### config.mk
export PLATFORM = sky130hd
export DESIGN_NAME = indexed_list_store
export DESIGN_NICKNAME = d
export VERILOG_FILES = /design/src/rtl/core/ils_pkg.sv /design/src/rtl/core/indexed_list_store.sv /design/src/rtl/core/ils_ram.sv /design/src/rtl/core/ils_ctrl.sv /design/src/rtl/core/ils_datapath.sv
export SDC_FILE = /design/constraint.sdc
export NUM_CORES = 2
export LEC_CHECK = 0
export BUFFER_PORTS_ARGS = -buffer_cell sky130_fd_sc_hd__buf_2
export CAP_MARGIN = 40
export CORE_MARGIN = 3
export CORE_UTILIZATION = 40
export DETAILED_ROUTE_END_ITERATION = 16
export HOLD_SLACK_MARGIN = 0.1
export MAX_ROUTING_LAYER = met4
export PLACE_DENSITY = 0.65
export SLEW_MARGIN = 20
export SYNTH_ARGS = -nofsm -noshare
export SYNTH_HDL_FRONTEND = slang
export SYNTH_HIERARCHICAL = 1
export SYNTH_SLANG_ARGS = --single-unit
### constraint.sdc
create_clock -name aclk -period 14.7 [get_ports aclk]
set_input_delay 0.735 -clock aclk [delete_from_list [all_inputs] [get_ports aclk]]
set_output_delay 0.735 -clock aclk [all_outputs]
set_load 0.01 [all_outputs]
### src/rtl/core/ils_pkg.sv
`default_nettype none

package ils_pkg;

    localparam int DATA_W       = 32;
    localparam int POS_W        = 7;
    localparam int LEN_W        = 7;
    localparam int OP_W         = 3;
    localparam int ST_W         = 2;
    localparam int ILS_CAPACITY = 64;

    typedef enum logic [OP_W-1:0] {
        OP_GET       = 3'd0,
        OP_ADD_HEAD  = 3'd1,
        OP_ADD_TAIL  = 3'd2,
        OP_ADD_INDEX = 3'd3,
        OP_DELETE    = 3'd4
    } op_t;

    typedef enum logic [ST_W-1:0] {
        ST_DONE  = 2'd0,
        ST_RANGE = 2'd1,
        ST_FULL  = 2'd2
    } status_t;

    typedef enum logic [1:0] {
        KIND_NONE,
        KIND_GET,
        KIND_INS,
        KIND_DEL
    } kind_t;

    typedef enum logic [2:0] {
        S_IDLE,
        S_DISPATCH,
        S_INS_STEP,
        S_INS_MOVE,
        S_DEL_STEP,
        S_DEL_MOVE,
        S_FINISH
    } state_t;

    typedef enum logic [1:0] {
        RA_TARGET,
        RA_BELOW,
        RA_ABOVE
    } rd_sel_t;

    typedef enum logic {
        WR_VALUE,
        WR_SHIFT
    } wr_sel_t;

    typedef struct packed {
        logic    load;
        logic    rd_en;
        rd_sel_t rd_sel;
        logic    wr_en;
        wr_sel_t wr_sel;
        logic    cursor_dec;
        logic    cursor_inc;
        logic    finish;
    } cmd_t;

    typedef struct packed {
        kind_t kind;
        logic  ok;
        logic  at_target;
        logic  at_last;
        logic  out_free;
    } stat_t;

endpackage

`default_nettype wire

### src/rtl/core/indexed_list_store.sv
`default_nettype none

// Ordered list of up to CAPACITY signed 32-bit entries held in one RAM with a
// single write port and a registered read port. Each request beat (get, insert
// at head, tail or position, delete at position) returns exactly one result
// beat carrying the read value, a status (done, position out of range, list
// full) and the list length afterwards. Requests are handled one at a time:
// a get reads the target entry, an insert moves the entries at and above the
// insert position up one place, top first, then writes the value, and a delete
// moves the entries above the position down one place; each moved entry costs
// one RAM read and one RAM write. A new request is taken once the previous
// result is loaded into the output register, even if it has not been taken yet.
module indexed_list_store
    import ils_pkg::*;
#(
    parameter int CAPACITY = ILS_CAPACITY
) (
    input  wire logic                     aclk,
    input  wire logic                     aresetn,
    input  wire logic                     s_valid,
    output logic                          s_ready,
    input  wire logic [OP_W-1:0]          s_operation,
    input  wire logic [POS_W-1:0]         s_position,
    input  wire logic signed [DATA_W-1:0] s_value,
    output logic                          m_valid,
    input  wire logic                     m_ready,
    output logic signed [DATA_W-1:0]      m_read_value,
    output logic [ST_W-1:0]               m_status,
    output logic [LEN_W-1:0]              m_length
);

    cmd_t  cmd;
    stat_t stat;

    ils_ctrl u_ctrl (
        .aclk    (aclk),
        .aresetn (aresetn),
        .s_valid (s_valid),
        .s_ready (s_ready),
        .stat    (stat),
        .cmd     (cmd)
    );

    ils_datapath #(
        .CAPACITY (CAPACITY)
    ) u_datapath (
        .aclk         (aclk),
        .aresetn      (aresetn),
        .s_operation  (s_operation),
        .s_position   (s_position),
        .s_value      (s_value),
        .m_valid      (m_valid),
        .m_ready      (m_ready),
        .m_read_value (m_read_value),
        .m_status     (m_status),
        .m_length     (m_length),
        .cmd          (cmd),
        .stat         (stat)
    );

endmodule

`default_nettype wire

### src/rtl/core/ils_ram.sv
`default_nettype none

module ils_ram #(
    parameter int WIDTH = 32,
    parameter int DEPTH = 64
) (
    input  wire logic                     aclk,
    input  wire logic                     wr_en,
    input  wire logic [$clog2(DEPTH)-1:0] wr_addr,
    input  wire logic [WIDTH-1:0]         wr_data,
    input  wire logic                     rd_en,
    input  wire logic [$clog2(DEPTH)-1:0] rd_addr,
    output logic      [WIDTH-1:0]         rd_data
);

    logic [WIDTH-1:0] mem [DEPTH];
    logic [WIDTH-1:0] rd_data_reg;

    always_ff @(posedge aclk) begin
        if (wr_en) begin
            mem[wr_addr] <= wr_data;
        end
        if (rd_en) begin
            rd_data_reg <= mem[rd_addr];
        end
    end

    assign rd_data = rd_data_reg;

endmodule

`default_nettype wire

### src/rtl/core/ils_ctrl.sv
`default_nettype none

module ils_ctrl
    import ils_pkg::*;
(
    input  wire logic  aclk,
    input  wire logic  aresetn,
    input  wire logic  s_valid,
    output logic       s_ready,
    input  wire stat_t stat,
    output cmd_t       cmd
);

    state_t state_reg;
    state_t state_next;

    always_ff @(posedge aclk) begin
        if (!aresetn) begin
            state_reg <= S_IDLE;
        end else begin
            state_reg <= state_next;
        end
    end

    always_comb begin
        state_next = state_reg;
        cmd        = '0;
        cmd.rd_sel = RA_TARGET;
        cmd.wr_sel = WR_VALUE;
        s_ready    = 1'b0;
        case (state_reg)
            S_IDLE: begin
                s_ready = 1'b1;
                if (s_valid) begin
                    cmd.load   = 1'b1;
                    state_next = S_DISPATCH;
                end
            end
            S_DISPATCH: begin
                if (!stat.ok) begin
                    state_next = S_FINISH;
                end else begin
                    case (stat.kind)
                        KIND_GET: begin
                            cmd.rd_en  = 1'b1;
                            cmd.rd_sel = RA_TARGET;
                            state_next = S_FINISH;
                        end
                        KIND_INS: state_next = S_INS_STEP;
                        KIND_DEL: state_next = S_DEL_STEP;
                        default:  state_next = S_FINISH;
                    endcase
                end
            end
            S_INS_STEP: begin
                if (stat.at_target) begin
                    cmd.wr_en  = 1'b1;
                    cmd.wr_sel = WR_VALUE;
                    state_next = S_FINISH;
                end else begin
                    cmd.rd_en  = 1'b1;
                    cmd.rd_sel = RA_BELOW;
                    state_next = S_INS_MOVE;
                end
            end
            S_INS_MOVE: begin
                cmd.wr_en      = 1'b1;
                cmd.wr_sel     = WR_SHIFT;
                cmd.cursor_dec = 1'b1;
                state_next     = S_INS_STEP;
            end
            S_DEL_STEP: begin
                if (stat.at_last) begin
                    state_next = S_FINISH;
                end else begin
                    cmd.rd_en  = 1'b1;
                    cmd.rd_sel = RA_ABOVE;
                    state_next = S_DEL_MOVE;
                end
            end
            S_DEL_MOVE: begin
                cmd.wr_en      = 1'b1;
                cmd.wr_sel     = WR_SHIFT;
                cmd.cursor_inc = 1'b1;
                state_next     = S_DEL_STEP;
            end
            S_FINISH: begin
                if (stat.out_free) begin
                    cmd.finish = 1'b1;
                    state_next = S_IDLE;
                end
            end
            default: state_next = S_IDLE;
        endcase
    end

endmodule

`default_nettype wire

### src/rtl/core/ils_datapath.sv
`default_nettype none

module ils_datapath
    import ils_pkg::*;
#(
    parameter int CAPACITY = ILS_CAPACITY
) (
    input  wire logic                     aclk,
    input  wire logic                     aresetn,
    input  wire logic [OP_W-1:0]          s_operation,
    input  wire logic [POS_W-1:0]         s_position,
    input  wire logic signed [DATA_W-1:0] s_value,
    output logic                          m_valid,
    input  wire logic                     m_ready,
    output logic signed [DATA_W-1:0]      m_read_value,
    output logic [ST_W-1:0]               m_status,
    output logic [LEN_W-1:0]              m_length,
    input  wire cmd_t                     cmd,
    output stat_t                         stat
);

    localparam int AW = $clog2(CAPACITY);
    localparam int CW = $clog2(CAPACITY + 1);
    localparam int PW = (CW > POS_W) ? CW : POS_W;

    logic [CW-1:0]     count_reg,  count_next;
    logic [AW-1:0]     cursor_reg, cursor_next;
    logic [AW-1:0]     target_reg, target_next;
    kind_t             kind_reg,   kind_next;
    logic              ok_reg,     ok_next;
    status_t           status_reg, status_next;
    logic [DATA_W-1:0] val_reg,    val_next;

    logic              m_valid_reg,      m_valid_next;
    logic [DATA_W-1:0] m_read_value_reg, m_read_value_next;
    logic [ST_W-1:0]   m_status_reg,     m_status_next;
    logic [LEN_W-1:0]  m_length_reg,     m_length_next;

    kind_t             dec_kind;
    logic              dec_ok;
    status_t           dec_status;
    logic [AW-1:0]     dec_target;
    logic [AW-1:0]     dec_cursor;
    logic [PW-1:0]     pos_ext;
    logic [PW-1:0]     cnt_ext;
    logic [PW-1:0]     ins_pos;
    logic              full;

    logic              ram_rd_en;
    logic [AW-1:0]     ram_rd_addr;
    logic [DATA_W-1:0] ram_rd_data;
    logic              ram_wr_en;
    logic [AW-1:0]     ram_wr_addr;
    logic [DATA_W-1:0] ram_wr_data;

    always_comb begin
        pos_ext    = PW'(s_position);
        cnt_ext    = PW'(count_reg);
        full       = (count_reg == CW'(CAPACITY));
        ins_pos    = '0;
        dec_kind   = KIND_NONE;
        dec_ok     = 1'b0;
        dec_status = ST_DONE;
        dec_target = AW'(s_position);
        dec_cursor = AW'(count_reg);
        case (op_t'(s_operation))
            OP_GET: begin
                dec_kind = KIND_GET;
                dec_ok   = pos_ext < cnt_ext;
            end
            OP_ADD_HEAD: begin
                dec_kind = KIND_INS;
                ins_pos  = '0;
            end
            OP_ADD_TAIL: begin
                dec_kind = KIND_INS;
                ins_pos  = cnt_ext;
            end
            OP_ADD_INDEX: begin
                dec_kind = KIND_INS;
                ins_pos  = pos_ext;
            end
            OP_DELETE: begin
                dec_kind   = KIND_DEL;
                dec_ok     = pos_ext < cnt_ext;
                dec_cursor = AW'(s_position);
            end
            default: dec_kind = KIND_NONE;
        endcase
        if (dec_kind == KIND_INS) begin
            dec_target = AW'(ins_pos);
            if (ins_pos > cnt_ext) begin
                dec_status = ST_RANGE;
            end else if (full) begin
                dec_status = ST_FULL;
            end else begin
                dec_ok = 1'b1;
            end
        end else if ((dec_kind == KIND_GET || dec_kind == KIND_DEL) && !dec_ok) begin
            dec_status = ST_RANGE;
        end
    end

    always_comb begin
        kind_next   = kind_reg;
        ok_next     = ok_reg;
        status_next = status_reg;
        target_next = target_reg;
        cursor_next = cursor_reg;
        val_next    = val_reg;
        count_next  = count_reg;
        if (cmd.load) begin
            kind_next   = dec_kind;
            ok_next     = dec_ok;
            status_next = dec_status;
            target_next = dec_target;
            cursor_next = dec_cursor;
            val_next    = s_value;
        end else if (cmd.cursor_dec) begin
            cursor_next = cursor_reg - AW'(1);
        end else if (cmd.cursor_inc) begin
            cursor_next = cursor_reg + AW'(1);
        end
        if (cmd.finish && ok_reg) begin
            if (kind_reg == KIND_INS) begin
                count_next = count_reg + CW'(1);
            end else if (kind_reg == KIND_DEL) begin
                count_next = count_reg - CW'(1);
            end
        end
    end

    always_comb begin
        m_valid_next      = m_valid_reg;
        m_read_value_next = m_read_value_reg;
        m_status_next     = m_status_reg;
        m_length_next     = m_length_reg;
        if (cmd.finish) begin
            m_valid_next  = 1'b1;
            m_status_next = status_reg;
            m_length_next = LEN_W'(count_next);
            if (kind_reg == KIND_GET) begin
                m_read_value_next = ok_reg ? ram_rd_data : '1;
            end else begin
                m_read_value_next = '0;
            end
        end else if (m_ready) begin
            m_valid_next = 1'b0;
        end
    end

    always_ff @(posedge aclk) begin
        if (!aresetn) begin
            count_reg   <= '0;
            m_valid_reg <= 1'b0;
            kind_reg    <= KIND_NONE;
            ok_reg      <= 1'b0;
        end else begin
            count_reg   <= count_next;
            m_valid_reg <= m_valid_next;
            kind_reg    <= kind_next;
            ok_reg      <= ok_next;
        end
    end

    always_ff @(posedge aclk) begin
        status_reg       <= status_next;
        target_reg       <= target_next;
        cursor_reg       <= cursor_next;
        val_reg          <= val_next;
        m_read_value_reg <= m_read_value_next;
        m_status_reg     <= m_status_next;
        m_length_reg     <= m_length_next;
    end

    always_comb begin
        ram_rd_en = cmd.rd_en;
        case (cmd.rd_sel)
            RA_TARGET: ram_rd_addr = target_reg;
            RA_BELOW:  ram_rd_addr = cursor_reg - AW'(1);
            RA_ABOVE:  ram_rd_addr = cursor_reg + AW'(1);
            default:   ram_rd_addr = target_reg;
        endcase
        ram_wr_en = cmd.wr_en;
        if (cmd.wr_sel == WR_VALUE) begin
            ram_wr_addr = target_reg;
            ram_wr_data = val_reg;
        end else begin
            ram_wr_addr = cursor_reg;
            ram_wr_data = ram_rd_data;
        end
    end

    ils_ram #(
        .WIDTH (DATA_W),
        .DEPTH (CAPACITY)
    ) u_ram (
        .aclk    (aclk),
        .wr_en   (ram_wr_en),
        .wr_addr (ram_wr_addr),
        .wr_data (ram_wr_data),
        .rd_en   (ram_rd_en),
        .rd_addr (ram_rd_addr),
        .rd_data (ram_rd_data)
    );

    assign stat.kind      = kind_reg;
    assign stat.ok        = ok_reg;
    assign stat.at_target = (cursor_reg == target_reg);
    assign stat.at_last   = ((CW'(cursor_reg) + CW'(1)) == count_reg);
    assign stat.out_free  = !m_valid_reg || m_ready;

    assign m_valid      = m_valid_reg;
    assign m_read_value = m_read_value_reg;
    assign m_status     = m_status_reg;
    assign m_length     = m_length_reg;

endmodule

`default_nettype wire

# ---- Yosys cells after proc, flatten, opt, wreduce, memory -nomap -nowiden
# Memory sizes are Yosys's and may differ from the RTL's. A register that Yosys moved wholly into a read port is not among the register bits.
# Cells that the tools add are included.
dict set report classes {
  addsub 5
  magnitude_cmp 2
  n_eq_ne 23
  muxes 47
  n_reduce_logical 14
}
# operator n
set op_table {}
lappend op_table {{$mux 32} 2}
lappend op_table {{$mux 6} 6}
lappend op_table {{$mux 3} 8}
lappend op_table {{$mux 7} 3}
lappend op_table {{$pmux 3 s7} 1}
lappend op_table {{$mux 1} 16}
lappend op_table {{$pmux 7 s2} 1}
lappend op_table {{$eq 3x2->1 const B} 4}
lappend op_table {{$eq 3x3->1 const B} 4}
lappend op_table {{$pmux 6 s2} 1}
lappend op_table {{$eq 2x2->1 const B} 5}
lappend op_table {{$mux 2} 5}
lappend op_table {{$pmux 3 s3} 1}
lappend op_table {{$add 6x1->7 const B} 1}
lappend op_table {{$add 7x1->7 const B} 1}
lappend op_table {{$eq 7x7->1} 1}
lappend op_table {{$eq 7x7->1 const B} 1}
lappend op_table {{$gt 7x7->1} 1}
lappend op_table {{$lt 7x7->1} 1}
lappend op_table {{$sub 7x1->7 const B} 1}
lappend op_table {{$add 6x1->6 const B} 1}
lappend op_table {{$eq 2x1->1 const B} 3}
lappend op_table {{$eq 3x1->1 const B} 2}
lappend op_table {{$eq 6x6->1} 1}
lappend op_table {{other kinds (14)} 20}
dict set report totals {
  ff_bits 101
  mem_bits_rw 2048
  in_bits 46
  out_inout_bits 43
  wordCells 104
  memories 1
}
# memory words width rd rd_ports_with_merged_regs write_ports line_no
set memory_table {}
lappend memory_table {u_datapath.u_ram.mem 64 32 1 1 1 ils_ram.sv:16} ;# logic [WIDTH-1:0] mem [DEPTH];

# ---- Depth between registers and ports, before layout
dict set report depth {
  depth_word 8
  mapped_depth 22
  depth_no_buf 19
}

# ---- Modules after synthesis
# Netlist, hierarchy kept.
# module instances cells_each area_each_um2 seq_area_each_um2
set by_module_without_submodules {}
lappend by_module_without_submodules {ils_ram 1 3324 78835.6 62459.9}
lappend by_module_without_submodules {ils_datapath 1 457 5191.2 2832.7}
lappend by_module_without_submodules {ils_ctrl 1 40 291.5 60.1}

# ---- Least setup slack after synthesis
# OpenSTA, ideal clock, no wires.
dict set report synth_timing {
  kind {in2reg}
  from {input port m_ready}
  to {register u_datapath.m_length_reg[5], in the netlist u_datapath/m_length[5] (data pin)}
  setup_ps 268
  arrival_ps 5317
  t_required_ps 14432
  slack_ps 9114
  cell_stages 6
  n_path_buf 0
  cell_sequence {nand2b_1 nor3b_1 nand3_1 a21oi_1 o21ai_1 xnor2_1}
}
# item line_no
set synth_rtl {}
lappend synth_rtl {{start: declaration} indexed_list_store.sv:26} ;# input wire logic m_ready,
lappend synth_rtl {{end signal: assignment} ils_datapath.sv:173} ;# m_length_reg <= m_length_next;
lappend synth_rtl {{end: declaration} ils_datapath.sv:37} ;# logic [LEN_W-1:0] m_length_reg, m_length_next;

==> Implementation_results.wiki <==
{| class="wikitable"
! Metric !! Value
|-
| Area of all sequential standard cells || 0.06535 mm^2
|-
| H-tree level count || 4
|-
| Cell area after layout || 0.09630 mm^2
|-
| Core footprint || 0.2083 mm^2
|-
| Pins over their slew limit || 0
|-
| Detailed-placement wirelength estimate || 117400 um
|-
| Worst slew margin relative to its limit || 36.78%
|-
| Number of nets with antenna violations after detailed routing || 0
|-
| Footprint of the multi-input gates || 0.01830 mm^2
|-
| Critical Path Fanout Max || 50
|-
| Starting utilization of the core area || 40.47%
|-
| Switching share of total power || 25.72%
|-
| Total number of vias || 41.16k
|-
| Area of the die || 0.2163 mm^2
|-
| Iteration-0 DRC Markers || 5446
|-
| Maximum resistive drop on vdd || 102.0 uV
|-
| Required time of the critical path || 15.24 ns
|-
| Cell area after technology mapping || 0.08432 mm^2
|-
| Global-route wire length before repair || 306300 um
|-
| DIE WIDTH || 465.1 um
|-
| Clock-pin slew on the worst setup and hold paths || 0.06 ns
|-
| Register share of total power || 48.5%
|-
| Number of global-route vias before repair || 41.16k
|-
| Fraction of the yosys area taken by sequential cells || 77.51%
|-
| Top-level I/O count || 89
|-
| Pwr dens || 153.8 mW/mm^2
|-
| Total Routing Usage GR || 20.26%
|-
| RSZ-0062 raised after global routing || no
|-
| Source-to-sink clock delay at the later pin of the worst-skew pair || 0.81 ns
|-
| Routed via count divided by cell count || 5.836
|-
| Largest reg by FF count || u_datapath/u_ram/mem
|-
| Root Driver || sky130_fd_sc_hd__clkbuf_16
|-
| Final worst clock skew || 0.02519 ns
|-
| Yosys reg bits || 2181
|-
| Cell depth of the worst flop-to-flop path || 18
|-
| Remaining Overflow, GRT || 0
|-
| Number of buffers inserted during clock tree synthesis || 209
|-
| Post-synthesis area per instance || 22.07 um^2
|-
| Count of cells along the worst hold path || 1
|-
| EDFF count, synth || 2167
|-
| Gate count after technology mapping || 3821
|-
| Antenna cells || 0
|-
| Count of unresolved DRC violations after routing || 0
|-
| NetSw || 3.811 mW
|-
| Clock sink count || 2181
|-
| Clk network pwr share || 34.2%
|-
| Final cycle utilization of the critical path || 48.52%
|-
| Part of the power in combinational logic || 17.4%
|-
| Worst Setup End Kind || flip-flop
|-
| Internal power component || 11.00 mW
|-
| Critical path cell sequence || ha_1, nand3_1, nor2_1, xnor2_1, nand4_1, nor4_1, or3b_1, nor2_1, ha_1, nand2_1, o21ai_4, buf_4, buf_4, buf_4, mux4_2, mux4_2, o22ai_1, nor2_1
|-
| Type of the tightest min-delay check || primary input to flip-flop
|-
| Final core area utilization || 46.23%
|-
| Largest net degree at the start of global routing || 113
|-
| Fraction of layout cells with a size suffix above 1 || 28.04%
|-
| Standard-cell row count || 167
|-
| Number of nets in the synthesized netlist || 3887
|-
| Peak clock frequency supported by timing || 0.1402 GHz
|-
| Critical path type || flip-flop to flip-flop
|-
| Crit path arrival time || 7.67 ns
|-
| Setup TNS || 0 ns
|-
| TritonCTS clock tree || built
|-
| Async set-reset flop share out of synthesis || 0%
|-
| Synth-to-Final Area Change || 14.22%
|-
| Number of antenna violations at the first check in global routing || 3
|-
| Post-Route WL || 213300 um
|-
| Number of search-and-repair iterations in the first detailed-routing pass || 6
|-
| Largest delay share family, worst path || buffers and inverters
|-
| Count of cells resized by post-cts repair || 0
|-
| Result of the run || finished clean
|-
| WL per Instance || 30.24 um
|-
| Critical path's largest stage delay || 0.72 ns
|-
| Worst path depth || 18
|-
| Clock period minus final worst setup slack || 7.133 ns
|-
| Number of fill cells || 16.94k
|-
| Buffer depth of the longest clock path || 3
|-
| Net count, final || 4162
|-
| Max FFs per register || 2048
|-
| Element type at the critical path start || flip-flop
|-
| Max-cap viol count || 0
|-
| Lkg Pwr || 29.93 nW
|-
| Final Hold Vio Count || 0
|-
| Height of the die || 465.1 um
|-
| Slowest cell on the critical path || sky130_fd_sc_hd__buf_4
|-
| Number of unique standard cell types used by synthesis || 63
|-
| Final Setup Violations || 0
|-
| Port-buffer cells || 88
|-
| Cell Area, Placed || 0.08951 mm^2
|-
| Warning count from the yosys run || 6
|-
| Placer's final routability congestion estimate || 0.8309
|-
| Non-filler cells in the finished layout || 7053
|-
| Worst slew pin tran || 0.9483 ns
|-
| Bufs and invs on worst path || 3
|-
| Ys flop type || sky130_fd_sc_hd__edfxtp_1
|-
| Cell total after placement || 6639
|}
==> metrics by stage <==
stage | hold slack [ns] | setup slack [ns] | power [mW]
detailed placement | 0.4089 | 7.519 | 9.884
CTS | 0.1108 | 7.491 | 14.91
global route | 0.1145 | 7.130 | 15.30
global placement | 0.4031 | 7.353 | 9.783
finish | 0.1626 | 7.567 | 14.82
floorplan | 0.4003 | 9.114 | 8.959
==> timing repair <==
action	in CTS	in global routing
hold buffers	29	0
endpoints found under the setup margin	0	0
hold endpoints to repair	29	0
setup buffers	0	0
==> kinds of logic after synthesis <==
group	Yosys count	share of synthesized area [%]
DFF	2181	77.51
adders and majority gates	20	0.2968
xor gates and xnor gates	31	0.3309
and+or+nand+nor	334	1.859
muxes	688	16.30
buffers and inverters	266	1.462
AOI/OAI and AO/OA	301	2.248
==> cell usage after synthesis, drive strengths merged (5+ instances only) <==
| master | count | share of area [%] |
|---|---|---|
| edfxtp | 2167 | 77 |
| mux4 | 544 | 15 |
| nor2 | 163 | 0.73 |
| buf | 126 | 0.84 |
| a21oi | 118 | 0.70 |
| mux2i | 106 | 1.3 |
| clkbuf | 89 | 0.40 |
| o22ai | 87 | 0.65 |
| nand2 | 52 | 0.23 |
| inv | 51 | 0.23 |
| mux2 | 38 | 0.51 |
| o221ai | 27 | 0.28 |
| xnor2 | 21 | 0.22 |
| ha | 20 | 0.30 |
| nor2b | 18 | 0.13 |
| dfxtp | 14 | 0.33 |
| nand2b | 14 | 0.10 |
| a22oi | 13 | 0.12 |
| nand3 | 13 | 0.077 |
| nor3 | 13 | 0.083 |
| o21ai | 13 | 0.082 |
| and2 | 12 | 0.089 |
| xor2 | 10 | 0.11 |
| and3 | 9 | 0.067 |
| a311oi | 8 | 0.083 |
| a21o | 7 | 0.062 |
| nand3b | 6 | 0.053 |
| nand4 | 6 | 0.045 |
| or3 | 6 | 0.045 |
| or3b | 6 | 0.062 |
| o32ai | 5 | 0.052 |
| or2 | 5 | 0.037 |
==> area by class of cell <==
class                   count  share of cell area (%)
clock buffers             256                   5.702
clock inverters           124                  0.9406
flip-flops and latches   2181                   67.86
repair buffers            279                   2.671
well taps                2788                   3.622
multi-input cells        1374                   19.00
inverters                  51                  0.1988
==> cell usage in the layout, fill, tap and decap left out, types with 28 or more instances in the layout <==
| master | instances |
|---|---|
| sky130_fd_sc_hd__mux2_2 | 36 |
| sky130_fd_sc_hd__dlygate4sd3_1 | 29 |
| sky130_fd_sc_hd__clkbuf_16 | 213 |
| sky130_fd_sc_hd__clkbuf_1 | 43 |
| sky130_fd_sc_hd__buf_12 | 28 |
| sky130_fd_sc_hd__o22ai_1 | 87 |
| sky130_fd_sc_hd__nand2_1 | 52 |
| sky130_fd_sc_hd__buf_4 | 114 |
| sky130_fd_sc_hd__clkinv_1 | 62 |
| sky130_fd_sc_hd__clkinv_2 | 40 |
| sky130_fd_sc_hd__inv_1 | 50 |
| sky130_fd_sc_hd__edfxtp_1 | 2167 |
| sky130_fd_sc_hd__a21oi_1 | 116 |
| sky130_fd_sc_hd__buf_2 | 91 |
| sky130_fd_sc_hd__mux4_2 | 544 |
| sky130_fd_sc_hd__nor2_4 | 63 |
| sky130_fd_sc_hd__nor2_1 | 99 |
| sky130_fd_sc_hd__mux2i_1 | 106 |
==> layer usage <==
layer | global-route usage (%) | vias up | wire length, um
met2 | 31.87 | 1948 | 104600
met5 | - | - | 0
met3 | 3.489 | 319 | 18200
met1 | 27.42 | 22290 | 84650
li1 | - | 16600 | -
met4 | 5.737 | 0 | 5815
==> power groups by stage <==
stage | logic (mW) | clock network (mW) | registers, mW
finish | 2.57 | 5.06 | 7.18
global route | 2.72 | 5.40 | 7.18
CTS | 2.59 | 5.14 | 7.18
detailed placement | 2.57 | 0 | 7.31
global placement | 2.46 | 0 | 7.32
floorplan | 1.71 | 0 | 7.25
==> worst paths after layout <==
path | startpoint | endpoint | slack (ns)
max | u_datapath/cursor_reg[0]$_DFFE_PP_ | u_datapath/u_ram/rd_data[15]$_DFFE_PP_ | 7.57
min | s_value[2] | u_datapath/val_reg[2]$_DFFE_PP_ | 0.16
max reg2reg | u_datapath/cursor_reg[0]$_DFFE_PP_ | u_datapath/u_ram/rd_data[15]$_DFFE_PP_ | 7.57
min reg2reg | u_datapath/status_reg[0]$_DFFE_PP_ | u_datapath/m_status[0]$_DFFE_PP_ | 0.42
Note: power is estimated with default switching activity, not from simulation.
